$ cat src/sv/arpr_pkg.sv
`timescale 1ns / 1ps
// Shared types, codes and constants of the proxy ARP range responder.
package arpr_pkg;

  localparam int unsigned TableDepthDef = 64;
  localparam int unsigned ApbAddrW      = 4;
  localparam int unsigned ApbDataW      = 32;
  localparam int unsigned MatchW        = 6;

  localparam logic [15:0] HwEther    = 16'd1;
  localparam logic [15:0] HwIeee802  = 16'd6;
  localparam logic [15:0] ProtoIpv4  = 16'h0800;
  localparam logic [15:0] ArpRequest = 16'd1;
  localparam logic [15:0] ArpReply   = 16'd2;
  localparam logic [7:0]  Ipv4Len    = 8'd4;
  localparam logic [7:0]  LoopbackNet = 8'd127;
  localparam logic [3:0]  McastNet   = 4'hE;
  localparam logic [1:0]  ClassForUs = 2'd0;

  typedef enum logic [1:0] {
    OP_CHECK = 2'd0,
    OP_ADD   = 2'd1,
    OP_CLEAR = 2'd2,
    OP_NONE  = 2'd3
  } arpr_op_e;

  typedef enum logic [1:0] {
    REG_PROXY_ENABLE = 2'd0,
    REG_PORT_HW_TYPE = 2'd1,
    REG_HW_ADDR_LEN  = 2'd2,
    REG_UNUSED       = 2'd3
  } arpr_reg_e;

  typedef enum logic [1:0] {
    ST_IDLE = 2'd0,
    ST_SCAN = 2'd1,
    ST_DONE = 2'd2
  } arpr_state_e;

  typedef struct packed {
    logic        proxy_enable;
    logic [15:0] port_hw_type;
    logic [5:0]  hw_addr_len;
  } arpr_cfg_t;

  typedef struct packed {
    logic [31:0] range_low;
    logic [31:0] range_high;
    logic [7:0]  range_port;
  } arpr_entry_t;

  typedef struct packed {
    logic              verdict;
    logic              reply_valid;
    logic [31:0]       reply_source_ip;
    logic [31:0]       reply_dest_ip;
    logic [47:0]       reply_dest_mac;
    logic [MatchW-1:0] matched_entry;
    logic              table_full;
  } arpr_res_t;

endpackage

$ cat src/sv/arpr_req_if.sv
`timescale 1ns / 1ps
// Request channel: one operation per request.
interface arpr_req_if;
  logic        valid;
  logic        ready;
  logic [1:0]  opcode;
  logic [15:0] hw_type;
  logic [15:0] proto_type;
  logic [15:0] arp_op;
  logic [7:0]  hw_len;
  logic [7:0]  proto_len;
  logic [31:0] sender_ip;
  logic [31:0] target_ip;
  logic [7:0]  port_index;
  logic [1:0]  frame_class;
  logic        target_is_local;
  logic [47:0] sender_mac;

  modport source (
    output valid, opcode, hw_type, proto_type, arp_op, hw_len, proto_len,
           sender_ip, target_ip, port_index, frame_class, target_is_local, sender_mac,
    input  ready
  );
  modport sink (
    input  valid, opcode, hw_type, proto_type, arp_op, hw_len, proto_len,
           sender_ip, target_ip, port_index, frame_class, target_is_local, sender_mac,
    output ready
  );
endinterface

$ cat src/sv/arpr_rsp_if.sv
`timescale 1ns / 1ps
// Result channel: one verdict per request.
interface arpr_rsp_if;
  logic        valid;
  logic        ready;
  logic        verdict;
  logic        reply_valid;
  logic [31:0] reply_source_ip;
  logic [31:0] reply_dest_ip;
  logic [47:0] reply_dest_mac;
  logic [5:0]  matched_entry;
  logic        table_full;

  modport source (
    output valid, verdict, reply_valid, reply_source_ip, reply_dest_ip,
           reply_dest_mac, matched_entry, table_full,
    input  ready
  );
  modport sink (
    input  valid, verdict, reply_valid, reply_source_ip, reply_dest_ip,
           reply_dest_mac, matched_entry, table_full,
    output ready
  );
endinterface

$ cat src/sv/arpr_regs.sv
`timescale 1ns / 1ps
// APB configuration registers of the proxy ARP range responder.
module arpr_regs
  import arpr_pkg::*;
(
  input  logic                clk_i,
  input  logic                rst_ni,
  input  logic                psel,
  input  logic                penable,
  input  logic                pwrite,
  input  logic [ApbAddrW-1:0] paddr,
  input  logic [ApbDataW-1:0] pwdata,
  output logic [ApbDataW-1:0] prdata,
  output logic                pready,
  output arpr_cfg_t           cfg_o
);

  arpr_cfg_t cfg_q, cfg_d;
  arpr_reg_e reg_idx;
  logic      wr_en;

  assign reg_idx = arpr_reg_e'(paddr[3:2]);
  assign wr_en   = psel && penable && pwrite;
  assign pready  = 1'b1;
  assign cfg_o   = cfg_q;

  always_comb begin
    cfg_d = cfg_q;
    if (wr_en) begin
      case (reg_idx)
        REG_PROXY_ENABLE: cfg_d.proxy_enable = pwdata[0];
        REG_PORT_HW_TYPE: cfg_d.port_hw_type = pwdata[15:0];
        REG_HW_ADDR_LEN:  cfg_d.hw_addr_len  = pwdata[5:0];
        default:          cfg_d = cfg_q;
      endcase
    end
  end

  always_comb begin
    case (reg_idx)
      REG_PROXY_ENABLE: prdata = {31'd0, cfg_q.proxy_enable};
      REG_PORT_HW_TYPE: prdata = {16'd0, cfg_q.port_hw_type};
      REG_HW_ADDR_LEN:  prdata = {26'd0, cfg_q.hw_addr_len};
      default:          prdata = '0;
    endcase
  end

  always_ff @(posedge clk_i or negedge rst_ni) begin
    if (!rst_ni) begin
      cfg_q.proxy_enable <= 1'b0;
      cfg_q.port_hw_type <= HwEther;
      cfg_q.hw_addr_len  <= 6'd6;
    end else begin
      cfg_q <= cfg_d;
    end
  end

endmodule

$ cat src/sv/arpr_mem.sv
`timescale 1ns / 1ps
// Range table memory: one write port, one registered read port.
module arpr_mem
  import arpr_pkg::*;
#(
  parameter int unsigned TableDepth = TableDepthDef,
  parameter int unsigned AddrW      = (TableDepth > 1) ? $clog2(TableDepth) : 1
) (
  input  logic             clk_i,
  input  logic             we_i,
  input  logic [AddrW-1:0] waddr_i,
  input  arpr_entry_t      wdata_i,
  input  logic             re_i,
  input  logic [AddrW-1:0] raddr_i,
  output arpr_entry_t      rdata_o
);

  arpr_entry_t mem [TableDepth];
  arpr_entry_t rdata_q;

  always_ff @(posedge clk_i) begin
    if (we_i) begin
      mem[waddr_i] <= wdata_i;
    end
  end

  always_ff @(posedge clk_i) begin
    if (re_i) begin
      rdata_q <= mem[raddr_i];
    end
  end

  assign rdata_o = rdata_q;

endmodule

$ cat src/sv/arpr_ctrl.sv
`timescale 1ns / 1ps
// Request decode, header checks, table walk and result register.
module arpr_ctrl
  import arpr_pkg::*;
#(
  parameter int unsigned TableDepth = TableDepthDef,
  parameter int unsigned AddrW      = (TableDepth > 1) ? $clog2(TableDepth) : 1,
  parameter int unsigned CountW     = $clog2(TableDepth + 1)
) (
  input  logic             clk_i,
  input  logic             rst_ni,
  input  arpr_cfg_t        cfg_i,
  arpr_req_if.sink         req_i,
  arpr_rsp_if.source       rsp_o,
  output logic             mem_we_o,
  output logic [AddrW-1:0] mem_waddr_o,
  output arpr_entry_t      mem_wdata_o,
  output logic             mem_re_o,
  output logic [AddrW-1:0] mem_raddr_o,
  input  arpr_entry_t      mem_rdata_i
);

  arpr_state_e      state_q, state_d;
  logic [CountW-1:0] cnt_q, cnt_d;
  logic [CountW-1:0] rd_idx_q, rd_idx_d;
  logic             rd_pend_q, rd_pend_d;
  logic [AddrW-1:0] pend_idx_q, pend_idx_d;
  logic [31:0]      tip_q, tip_d, sip_q, sip_d;
  logic [7:0]       port_q, port_d;
  logic [47:0]      mac_q, mac_d;
  arpr_res_t        res_q, res_d;
  logic             out_valid_q, out_valid_d;
  arpr_res_t        out_q, out_d;

  logic     accept, drop, types_ok, hdr_ok, scan_ok;
  logic     more, hit, issue, scan_end, out_free;
  arpr_op_e op;

  assign op       = arpr_op_e'(req_i.opcode);
  assign req_i.ready = (state_q == ST_IDLE);
  assign accept   = req_i.valid && req_i.ready;
  assign out_free = !out_valid_q || rsp_o.ready;

  // Header checks of the incoming request
  always_comb begin
    drop = (req_i.hw_len != {2'd0, cfg_i.hw_addr_len}) ||
           (req_i.frame_class != ClassForUs) || (req_i.proto_len != Ipv4Len);
    if (cfg_i.port_hw_type == HwEther || cfg_i.port_hw_type == HwIeee802) begin
      types_ok = (req_i.hw_type == HwEther) || (req_i.hw_type == HwIeee802);
    end else begin
      types_ok = (req_i.hw_type == cfg_i.port_hw_type);
    end
    types_ok = types_ok && (req_i.proto_type == ProtoIpv4);
    hdr_ok = types_ok &&
             (req_i.arp_op == ArpRequest || req_i.arp_op == ArpReply) &&
             (req_i.target_ip[31:24] != LoopbackNet) &&
             (req_i.target_ip[31:28] != McastNet) &&
             (req_i.sender_ip != 32'd0);
    scan_ok = hdr_ok && (req_i.arp_op == ArpRequest) && cfg_i.proxy_enable &&
              !req_i.target_is_local;
  end

  // Compare the entry read in the previous cycle
  assign more     = (rd_idx_q < cnt_q);
  assign hit      = (state_q == ST_SCAN) && rd_pend_q &&
                    (mem_rdata_i.range_port != 8'd0) &&
                    (mem_rdata_i.range_port == port_q) &&
                    (mem_rdata_i.range_low <= tip_q) &&
                    (tip_q <= mem_rdata_i.range_high);
  assign issue    = (state_q == ST_SCAN) && more && !hit;
  assign scan_end = hit || !more;

  always_comb begin
    state_d = state_q;
    case (state_q)
      ST_IDLE: begin
        if (accept) begin
          if (op == OP_CHECK && !drop && scan_ok && cnt_q != '0) begin
            state_d = ST_SCAN;
          end else begin
            state_d = ST_DONE;
          end
        end
      end
      ST_SCAN: begin
        if (scan_end) begin
          state_d = ST_DONE;
        end
      end
      ST_DONE: begin
        if (out_free) begin
          state_d = ST_IDLE;
        end
      end
      default: state_d = ST_IDLE;
    endcase
  end

  always_comb begin
    cnt_d       = cnt_q;
    rd_idx_d    = rd_idx_q;
    rd_pend_d   = rd_pend_q;
    pend_idx_d  = pend_idx_q;
    tip_d       = tip_q;
    sip_d       = sip_q;
    port_d      = port_q;
    mac_d       = mac_q;
    res_d       = res_q;
    out_d       = out_q;
    out_valid_d = out_valid_q;
    mem_we_o    = 1'b0;
    mem_re_o    = 1'b0;
    mem_raddr_o = rd_idx_q[AddrW-1:0];
    mem_waddr_o = cnt_q[AddrW-1:0];
    mem_wdata_o.range_low  = req_i.sender_ip;
    mem_wdata_o.range_high = req_i.target_ip;
    mem_wdata_o.range_port = req_i.port_index;

    if (rsp_o.ready) begin
      out_valid_d = 1'b0;
    end

    case (state_q)
      ST_IDLE: begin
        if (accept) begin
          tip_d     = req_i.target_ip;
          sip_d     = req_i.sender_ip;
          port_d    = req_i.port_index;
          mac_d     = req_i.sender_mac;
          res_d     = '0;
          rd_idx_d  = '0;
          rd_pend_d = 1'b0;
          case (op)
            OP_CHECK: res_d.verdict = drop;
            OP_ADD: begin
              if (cnt_q == CountW'(TableDepth)) begin
                res_d.table_full = 1'b1;
              end else begin
                mem_we_o = 1'b1;
                cnt_d    = cnt_q + 1'b1;
              end
            end
            OP_CLEAR: cnt_d = '0;
            default:  res_d = '0;
          endcase
        end
      end
      ST_SCAN: begin
        mem_re_o   = issue;
        rd_pend_d  = issue;
        pend_idx_d = rd_idx_q[AddrW-1:0];
        if (issue) begin
          rd_idx_d = rd_idx_q + 1'b1;
        end
        if (hit) begin
          res_d.reply_valid     = 1'b1;
          res_d.reply_source_ip = tip_q;
          res_d.reply_dest_ip   = sip_q;
          res_d.reply_dest_mac  = mac_q;
          res_d.matched_entry   = MatchW'(pend_idx_q);
        end
      end
      ST_DONE: begin
        if (out_free) begin
          out_d       = res_q;
          out_valid_d = 1'b1;
        end
      end
      default: res_d = res_q;
    endcase
  end

  always_ff @(posedge clk_i or negedge rst_ni) begin
    if (!rst_ni) begin
      state_q     <= ST_IDLE;
      cnt_q       <= '0;
      rd_idx_q    <= '0;
      rd_pend_q   <= 1'b0;
      out_valid_q <= 1'b0;
    end else begin
      state_q     <= state_d;
      cnt_q       <= cnt_d;
      rd_idx_q    <= rd_idx_d;
      rd_pend_q   <= rd_pend_d;
      out_valid_q <= out_valid_d;
    end
  end

  always_ff @(posedge clk_i) begin
    pend_idx_q <= pend_idx_d;
    tip_q      <= tip_d;
    sip_q      <= sip_d;
    port_q     <= port_d;
    mac_q      <= mac_d;
    res_q      <= res_d;
    out_q      <= out_d;
  end

  assign rsp_o.valid           = out_valid_q;
  assign rsp_o.verdict         = out_q.verdict;
  assign rsp_o.reply_valid     = out_q.reply_valid;
  assign rsp_o.reply_source_ip = out_q.reply_source_ip;
  assign rsp_o.reply_dest_ip   = out_q.reply_dest_ip;
  assign rsp_o.reply_dest_mac  = out_q.reply_dest_mac;
  assign rsp_o.matched_entry   = out_q.matched_entry;
  assign rsp_o.table_full      = out_q.table_full;

endmodule

$ cat src/sv/arp_proxy_range_responder_unit.sv
`timescale 1ns / 1ps
// Proxy ARP range responder.
// A request on req_i carries one operation: check an ARP header, add a NAT
// range (start in sender_ip, end in target_ip, port in port_index) or clear
// the range table. Every request gives exactly one result on rsp_o: a
// drop/accept verdict, an optional proxy reply with the first matching range,
// or table_full for an add to a full table.
// Ranges live in a synchronous RAM with a registered read port. A check that
// qualifies for a reply walks the stored entries one per cycle, overlapping
// the read of the next entry with the compare of the current one, and stops
// at the first hit.
// Add, clear and non-walking checks register their result in res_q and then
// move it to the output register; a walking check first visits entries in
// ST_SCAN, up to the entry count. A new request is taken in the cycle after
// the result is loaded into the output register.
// A stalled receiver holds the result in the output register; the block
// then finishes the next request only up to its result and waits.
// Reset empties the table (entry count 0) and loads the register defaults;
// no clearing pass is needed. Configuration goes through the APB port.
module arp_proxy_range_responder_unit
  import arpr_pkg::*;
#(
  parameter int unsigned TableDepth = TableDepthDef
) (
  input  logic                clk_i,
  input  logic                rst_ni,
  arpr_req_if.sink            req_i,
  arpr_rsp_if.source          rsp_o,
  input  logic                psel,
  input  logic                penable,
  input  logic                pwrite,
  input  logic [ApbAddrW-1:0] paddr,
  input  logic [ApbDataW-1:0] pwdata,
  output logic [ApbDataW-1:0] prdata,
  output logic                pready
);

  localparam int unsigned AddrW = (TableDepth > 1) ? $clog2(TableDepth) : 1;

  arpr_cfg_t        cfg;
  logic             mem_we, mem_re;
  logic [AddrW-1:0] mem_waddr, mem_raddr;
  arpr_entry_t      mem_wdata, mem_rdata;

  arpr_regs u_regs (
    .clk_i   (clk_i),
    .rst_ni  (rst_ni),
    .psel    (psel),
    .penable (penable),
    .pwrite  (pwrite),
    .paddr   (paddr),
    .pwdata  (pwdata),
    .prdata  (prdata),
    .pready  (pready),
    .cfg_o   (cfg)
  );

  arpr_mem #(
    .TableDepth (TableDepth),
    .AddrW      (AddrW)
  ) u_mem (
    .clk_i   (clk_i),
    .we_i    (mem_we),
    .waddr_i (mem_waddr),
    .wdata_i (mem_wdata),
    .re_i    (mem_re),
    .raddr_i (mem_raddr),
    .rdata_o (mem_rdata)
  );

  arpr_ctrl #(
    .TableDepth (TableDepth),
    .AddrW      (AddrW)
  ) u_ctrl (
    .clk_i       (clk_i),
    .rst_ni      (rst_ni),
    .cfg_i       (cfg),
    .req_i       (req_i),
    .rsp_o       (rsp_o),
    .mem_we_o    (mem_we),
    .mem_waddr_o (mem_waddr),
    .mem_wdata_o (mem_wdata),
    .mem_re_o    (mem_re),
    .mem_raddr_o (mem_raddr),
    .mem_rdata_i (mem_rdata)
  );

endmodule

$ cat src/flat_wrapper.sv
// flat-port wrapper written by rule: the top's interface ports become plain ports
module arp_proxy_range_responder_unit_flat import arpr_pkg::*;
#(
  parameter int unsigned TableDepth = TableDepthDef
)
  (clk_i, rst_ni, psel, penable, pwrite, paddr, pwdata, prdata, pready, req_i_valid, req_i_opcode, req_i_hw_type, req_i_proto_type, req_i_arp_op, req_i_hw_len, req_i_proto_len, req_i_sender_ip, req_i_target_ip, req_i_port_index, req_i_frame_class, req_i_target_is_local, req_i_sender_mac, req_i_ready, rsp_o_valid, rsp_o_verdict, rsp_o_reply_valid, rsp_o_reply_source_ip, rsp_o_reply_dest_ip, rsp_o_reply_dest_mac, rsp_o_matched_entry, rsp_o_table_full, rsp_o_ready);
  arpr_req_if req_i_i ();
  arpr_rsp_if rsp_o_i ();
  input  logic clk_i;
  input  logic rst_ni;
  input  logic psel;
  input  logic penable;
  input  logic pwrite;
  input  logic [ApbAddrW-1:0] paddr;
  input  logic [ApbDataW-1:0] pwdata;
  output logic [ApbDataW-1:0] prdata;
  output logic pready;
  input wire logic [$bits(req_i_i.valid)-1:0] req_i_valid;
  input wire logic [$bits(req_i_i.opcode)-1:0] req_i_opcode;
  input wire logic [$bits(req_i_i.hw_type)-1:0] req_i_hw_type;
  input wire logic [$bits(req_i_i.proto_type)-1:0] req_i_proto_type;
  input wire logic [$bits(req_i_i.arp_op)-1:0] req_i_arp_op;
  input wire logic [$bits(req_i_i.hw_len)-1:0] req_i_hw_len;
  input wire logic [$bits(req_i_i.proto_len)-1:0] req_i_proto_len;
  input wire logic [$bits(req_i_i.sender_ip)-1:0] req_i_sender_ip;
  input wire logic [$bits(req_i_i.target_ip)-1:0] req_i_target_ip;
  input wire logic [$bits(req_i_i.port_index)-1:0] req_i_port_index;
  input wire logic [$bits(req_i_i.frame_class)-1:0] req_i_frame_class;
  input wire logic [$bits(req_i_i.target_is_local)-1:0] req_i_target_is_local;
  input wire logic [$bits(req_i_i.sender_mac)-1:0] req_i_sender_mac;
  output wire logic [$bits(req_i_i.ready)-1:0] req_i_ready;
  output wire logic [$bits(rsp_o_i.valid)-1:0] rsp_o_valid;
  output wire logic [$bits(rsp_o_i.verdict)-1:0] rsp_o_verdict;
  output wire logic [$bits(rsp_o_i.reply_valid)-1:0] rsp_o_reply_valid;
  output wire logic [$bits(rsp_o_i.reply_source_ip)-1:0] rsp_o_reply_source_ip;
  output wire logic [$bits(rsp_o_i.reply_dest_ip)-1:0] rsp_o_reply_dest_ip;
  output wire logic [$bits(rsp_o_i.reply_dest_mac)-1:0] rsp_o_reply_dest_mac;
  output wire logic [$bits(rsp_o_i.matched_entry)-1:0] rsp_o_matched_entry;
  output wire logic [$bits(rsp_o_i.table_full)-1:0] rsp_o_table_full;
  input wire logic [$bits(rsp_o_i.ready)-1:0] rsp_o_ready;
  assign req_i_i.valid = req_i_valid;
  assign req_i_i.opcode = req_i_opcode;
  assign req_i_i.hw_type = req_i_hw_type;
  assign req_i_i.proto_type = req_i_proto_type;
  assign req_i_i.arp_op = req_i_arp_op;
  assign req_i_i.hw_len = req_i_hw_len;
  assign req_i_i.proto_len = req_i_proto_len;
  assign req_i_i.sender_ip = req_i_sender_ip;
  assign req_i_i.target_ip = req_i_target_ip;
  assign req_i_i.port_index = req_i_port_index;
  assign req_i_i.frame_class = req_i_frame_class;
  assign req_i_i.target_is_local = req_i_target_is_local;
  assign req_i_i.sender_mac = req_i_sender_mac;
  assign req_i_ready = req_i_i.ready;
  assign rsp_o_valid = rsp_o_i.valid;
  assign rsp_o_verdict = rsp_o_i.verdict;
  assign rsp_o_reply_valid = rsp_o_i.reply_valid;
  assign rsp_o_reply_source_ip = rsp_o_i.reply_source_ip;
  assign rsp_o_reply_dest_ip = rsp_o_i.reply_dest_ip;
  assign rsp_o_reply_dest_mac = rsp_o_i.reply_dest_mac;
  assign rsp_o_matched_entry = rsp_o_i.matched_entry;
  assign rsp_o_table_full = rsp_o_i.table_full;
  assign rsp_o_i.ready = rsp_o_ready;
  arp_proxy_range_responder_unit #(.TableDepth(TableDepth)) u_core (.clk_i(clk_i), .rst_ni(rst_ni), .req_i(req_i_i), .rsp_o(rsp_o_i), .psel(psel), .penable(penable), .pwrite(pwrite), .paddr(paddr), .pwdata(pwdata), .prdata(prdata), .pready(pready));
endmodule
$ cat config.mk
export PLATFORM = sky130hd
export DESIGN_NAME = arp_proxy_range_responder_unit_flat
export DESIGN_NICKNAME = d
export VERILOG_FILES = /design/src/sv/arpr_pkg.sv /design/src/sv/arpr_req_if.sv /design/src/sv/arpr_rsp_if.sv /design/src/sv/arpr_regs.sv /design/src/sv/arpr_mem.sv /design/src/sv/arpr_ctrl.sv /design/src/sv/arp_proxy_range_responder_unit.sv /design/src/flat_wrapper.sv
export SDC_FILE = /design/constraint.sdc
export NUM_CORES = 2
export LEC_CHECK = 0
export BUFFER_PORTS_ARGS = -buffer_cell sky130_fd_sc_hd__buf_4
export CORE_UTILIZATION = 30
export CTS_CLUSTER_SIZE = 14
export DETAILED_ROUTE_END_ITERATION = 8
export PLACE_DENSITY = 0.44
export SLEW_MARGIN = 15
export SYNTH_ARGS = -nofsm -noshare
export SYNTH_HDL_FRONTEND = slang
export SYNTH_HIERARCHICAL = 1
export SYNTH_MEMORY_MAX_BITS = 65536
export SYNTH_SLANG_ARGS = --single-unit
$ cat constraint.sdc
create_clock -name clk_i -period 9.4 [get_ports clk_i]
set_input_delay 0.47 -clock clk_i [delete_from_list [all_inputs] [get_ports clk_i]]
set_output_delay 0.47 -clock clk_i [all_outputs]
set_load 0.005 [all_outputs]
==> out/results.txt <==
# DRC: 126
sw power: 10.6 mW
most common cell in the netlist: edfxtp_1
Syn Inst Count: 8427
synthesized area per cell: 22.9 µm²
post-route setup TNS: 0 ns
vias per cell: 5.26
WP data arrival: 6.28 ns
post-synth top area share: 0.785
final hold violation count: 0
Clock Sinks: 5089
io pins: 388
Initial DRT Pass Iterations: 9
post-route setup slack: 3.84 ns
Final min period: 5.56 ns
TritonCTS clock tree: done
synth top area cells: edfxtp_1 (79%), mux4_2 (13%), a22oi_1 (1.1%)
CTS Buf Count: 571
Peak VDD IR: 0.194 mV
Remaining Overflow, GRT: 0
switch share: 0.217
Tcrit/Tclk final: 0.592
Final Core Density: 0.353
number of synthesized flops with an enable pin: 5048
Area growth, synth to finish: 17.1%
CP Capture Type: flip-flop
Yosys Warn Count: 6
Worst-path clk slew: 0.06 ns
vias in the first global route: 97959
sequential share of power: 0.530
Async SR Flop Fraction: 0.00806
combinational share of power: 0.034
leakage power total: 68.2 nW
pin count of the biggest net entering global routing: 113
post-route ant nets: 0
RSZ-0062 raised after global routing: false
H-Tree Depth: 6
core footprint: 641000 µm²
share of layout cells above drive strength 1: 0.272
Data required, critical path: 10.12 ns
Max-slew headroom: 0.194
port bufs: 352
Internal: 38.1 mW
Global Route Usage Sum: 0.191
fin nets: 9539
global-route wire length before repair: 850 mm
Final GP Congestion: 0.826
Pwr Density: 215 nW/µm²
Critical Setup Path Class: reg2reg
cell row count: 294
vias post-DR: 96145
insertion delay to the later sink of the worst-skew pair: 1.11 ns
ys flop type: edfxtp_1
#FFs+latches synth: 5089
register area share after synthesis: 0.791
Startpoint Class: flip-flop
antenna violations before repair: 81
largest area contributor in the netlist: edfxtp_1
fmax: 0.180 GHz
height of the die: 804 µm
min-delay worst type: in2reg
Cell variety after synth: 69
Commonest cells post-synth: edfxtp_1 (5048), mux4_2 (1152), a22oi_1 (289)
Final HPWL DP: 329 mm
MaxCap Viol Count: 0
# setup viols final: 0
final wirelength: 633 mm
Routed WL per cell: 34.6 µm
fill count: 59103
CP max FO: 23
Max Clock Skew: 0.0775 ns
setup bufs post-CTS: 0
Final Max Tran Viols: 0
CTS max path bufs: 4
Starting Density: 0.301
die area: 647000 µm²
cell area after synthesis: 193000 µm²
Die W: 804 µm
Root Buffer: clkbuf_16
worst slack, placed: 3.93 ns
failing checks: DRC
initial DRC count: 12612
status: complete, but fails checks
Clock Power Share: 0.436
Least-Margin Pin Slew: 1.21 ns
per-stage QoR:
step / area, µm² / hold WS, ns / instances / power, mW
floorplan: 193000 / 0.174 / 8442 / 26.9
global placement: 207000 / 0.400 / 17076 / 27.8
detailed placement: 207000 / 0.405 / 17076 / 27.9
CTS: 226000 / 0.00140 / 18259 / 49.2
global route: 226000 / 0.0380 / 18269 / 50.1
finish: 226000 / 0.114 / 18283 / 48.7
critical path, cell delays in order (launching register included):
cell and delay (ns):
dfrtp_1 0.61, inv_1 0.16, ha_1 0.23, and4_1 0.23, a211oi_2 0.85, nand3_1 0.82
nor2_4 0.73, buf_4 0.76, buf_4 0.59
power by group through the flow:
stage	Sequential, mW	Clock, mW	Combinational (mW)
5_1_grt	25.8	22.5	1.81
3_5_place_dp	26.3	0	1.62
6_report	25.8	21.2	1.68
3_3_place_gp	26.3	0	1.60
2_1_floorplan	26.2	0	0.663
4_1_cts	25.8	21.7	1.71
cell families after synthesis:
group                      share of synthesized area
DFF                                            0.791
muxes                                          0.142
AOI/OAI and AO/OA                             0.0279
buffers and inverters                         0.0164
and+or+nand+nor                               0.0169
adders and majority gates                    0.00473
xor gates and xnor gates                     0.00154
other                                      0.0000389
registers in the layout, summed over array words and instances (netlist names), 6 cells and up:
name                                 flops
u_core/u_mem/mem                      4608
u_core/u_ctrl/res_q                    121
u_core/u_mem/rdata_o                    72
u_core/u_ctrl/mac_q                     48
u_core/u_ctrl/rsp_o.reply_dest_mac      48
u_core/u_ctrl/rsp_o.reply_dest_ip       32
u_core/u_ctrl/rsp_o.reply_source_ip     32
u_core/u_ctrl/sip_q                     32
u_core/u_ctrl/tip_q                     32
u_core/u_regs/cfg_o                     23
u_core/u_ctrl/port_q                     8
u_core/u_ctrl/cnt_q                      7
u_core/u_ctrl/rd_idx_q                   7
u_core/u_ctrl/pend_idx_q                 6
u_core/u_ctrl/rsp_o.matched_entry        6
per-layer routing:
metal / track usage / wire [µm] / vias to the layer above
met1: 0.264 / 267000 / 53609
met5: 0 / 421 / -
met3: 0.0352 / 47000 / 831
met2: 0.312 / 302000 / 4109
li1: - / - / 37588
met4: 0.0477 / 17000 / 8
cell type report:
class,count,area (µm²),area share
sequential,5089,153000,0.675
inverter,83,324,0.00143
multi-input combinational,2736,37900,0.168
tap,8584,10700,0.0475
timing repair buffer,753,6770,0.0300
antenna,24,60.1,0.000266
clock buffer,689,14900,0.0660
clock inverter,325,2660,0.0118
final timing paths:
kind / start / end / slack (ns) / cells past startpoint
min: req_i_sender_mac[34] / u_core/u_ctrl/mac_q[34] / 0.11 / 2
max reg2reg: u_core/u_ctrl/cnt_q[1] / u_core/u_mem/mem[29][23] / 3.84 / 8
min reg2reg: u_core/u_ctrl/res_q[5] / u_core/u_ctrl/rsp_o.matched_entry[4] / 0.39 / 0
max: u_core/u_ctrl/cnt_q[1] / u_core/u_mem/mem[29][23] / 3.84 / 8
min in group asynchronous: rst_ni / u_core/u_regs/cfg_o[1] / 0.53 / 3
max in group asynchronous: rst_ni / u_core/u_ctrl/rd_idx_q[0] / 8.61 / 4
layout by cell type, fill, tap and decap left out, types with 17 or more instances in the layout:
master and n:
edfxtp_1 5048, mux4_2 1152, clkbuf_16 579, buf_4 529
a22oi_1 289, dlygate4sd3_1 168, o22ai_1 145, clkinv_1 143
nand3_1 136, and2_1 128, mux2i_1 113, clkbuf_1 108
clkinv_2 96, inv_1 81, nor2_1 81, a211oi_1 74
ha_1 73, o211a_1 72, nor2_4 65, buf_12 56
o221ai_1 55, nand4_1 38, dfrtp_1 34, nand2_1 32
xnor2_1 32, a21oi_1 30, nand3b_1 26, nor4_1 25
diode_2 24, bufinv_16 24, inv_6 18, conb_1 17
repair_timing:
item,4_1_cts,5_1_grt
hold endpoints to repair,4310,0
hold buffers,169,0
resized for setup,0,0
(Power assumes the default switching activity.)
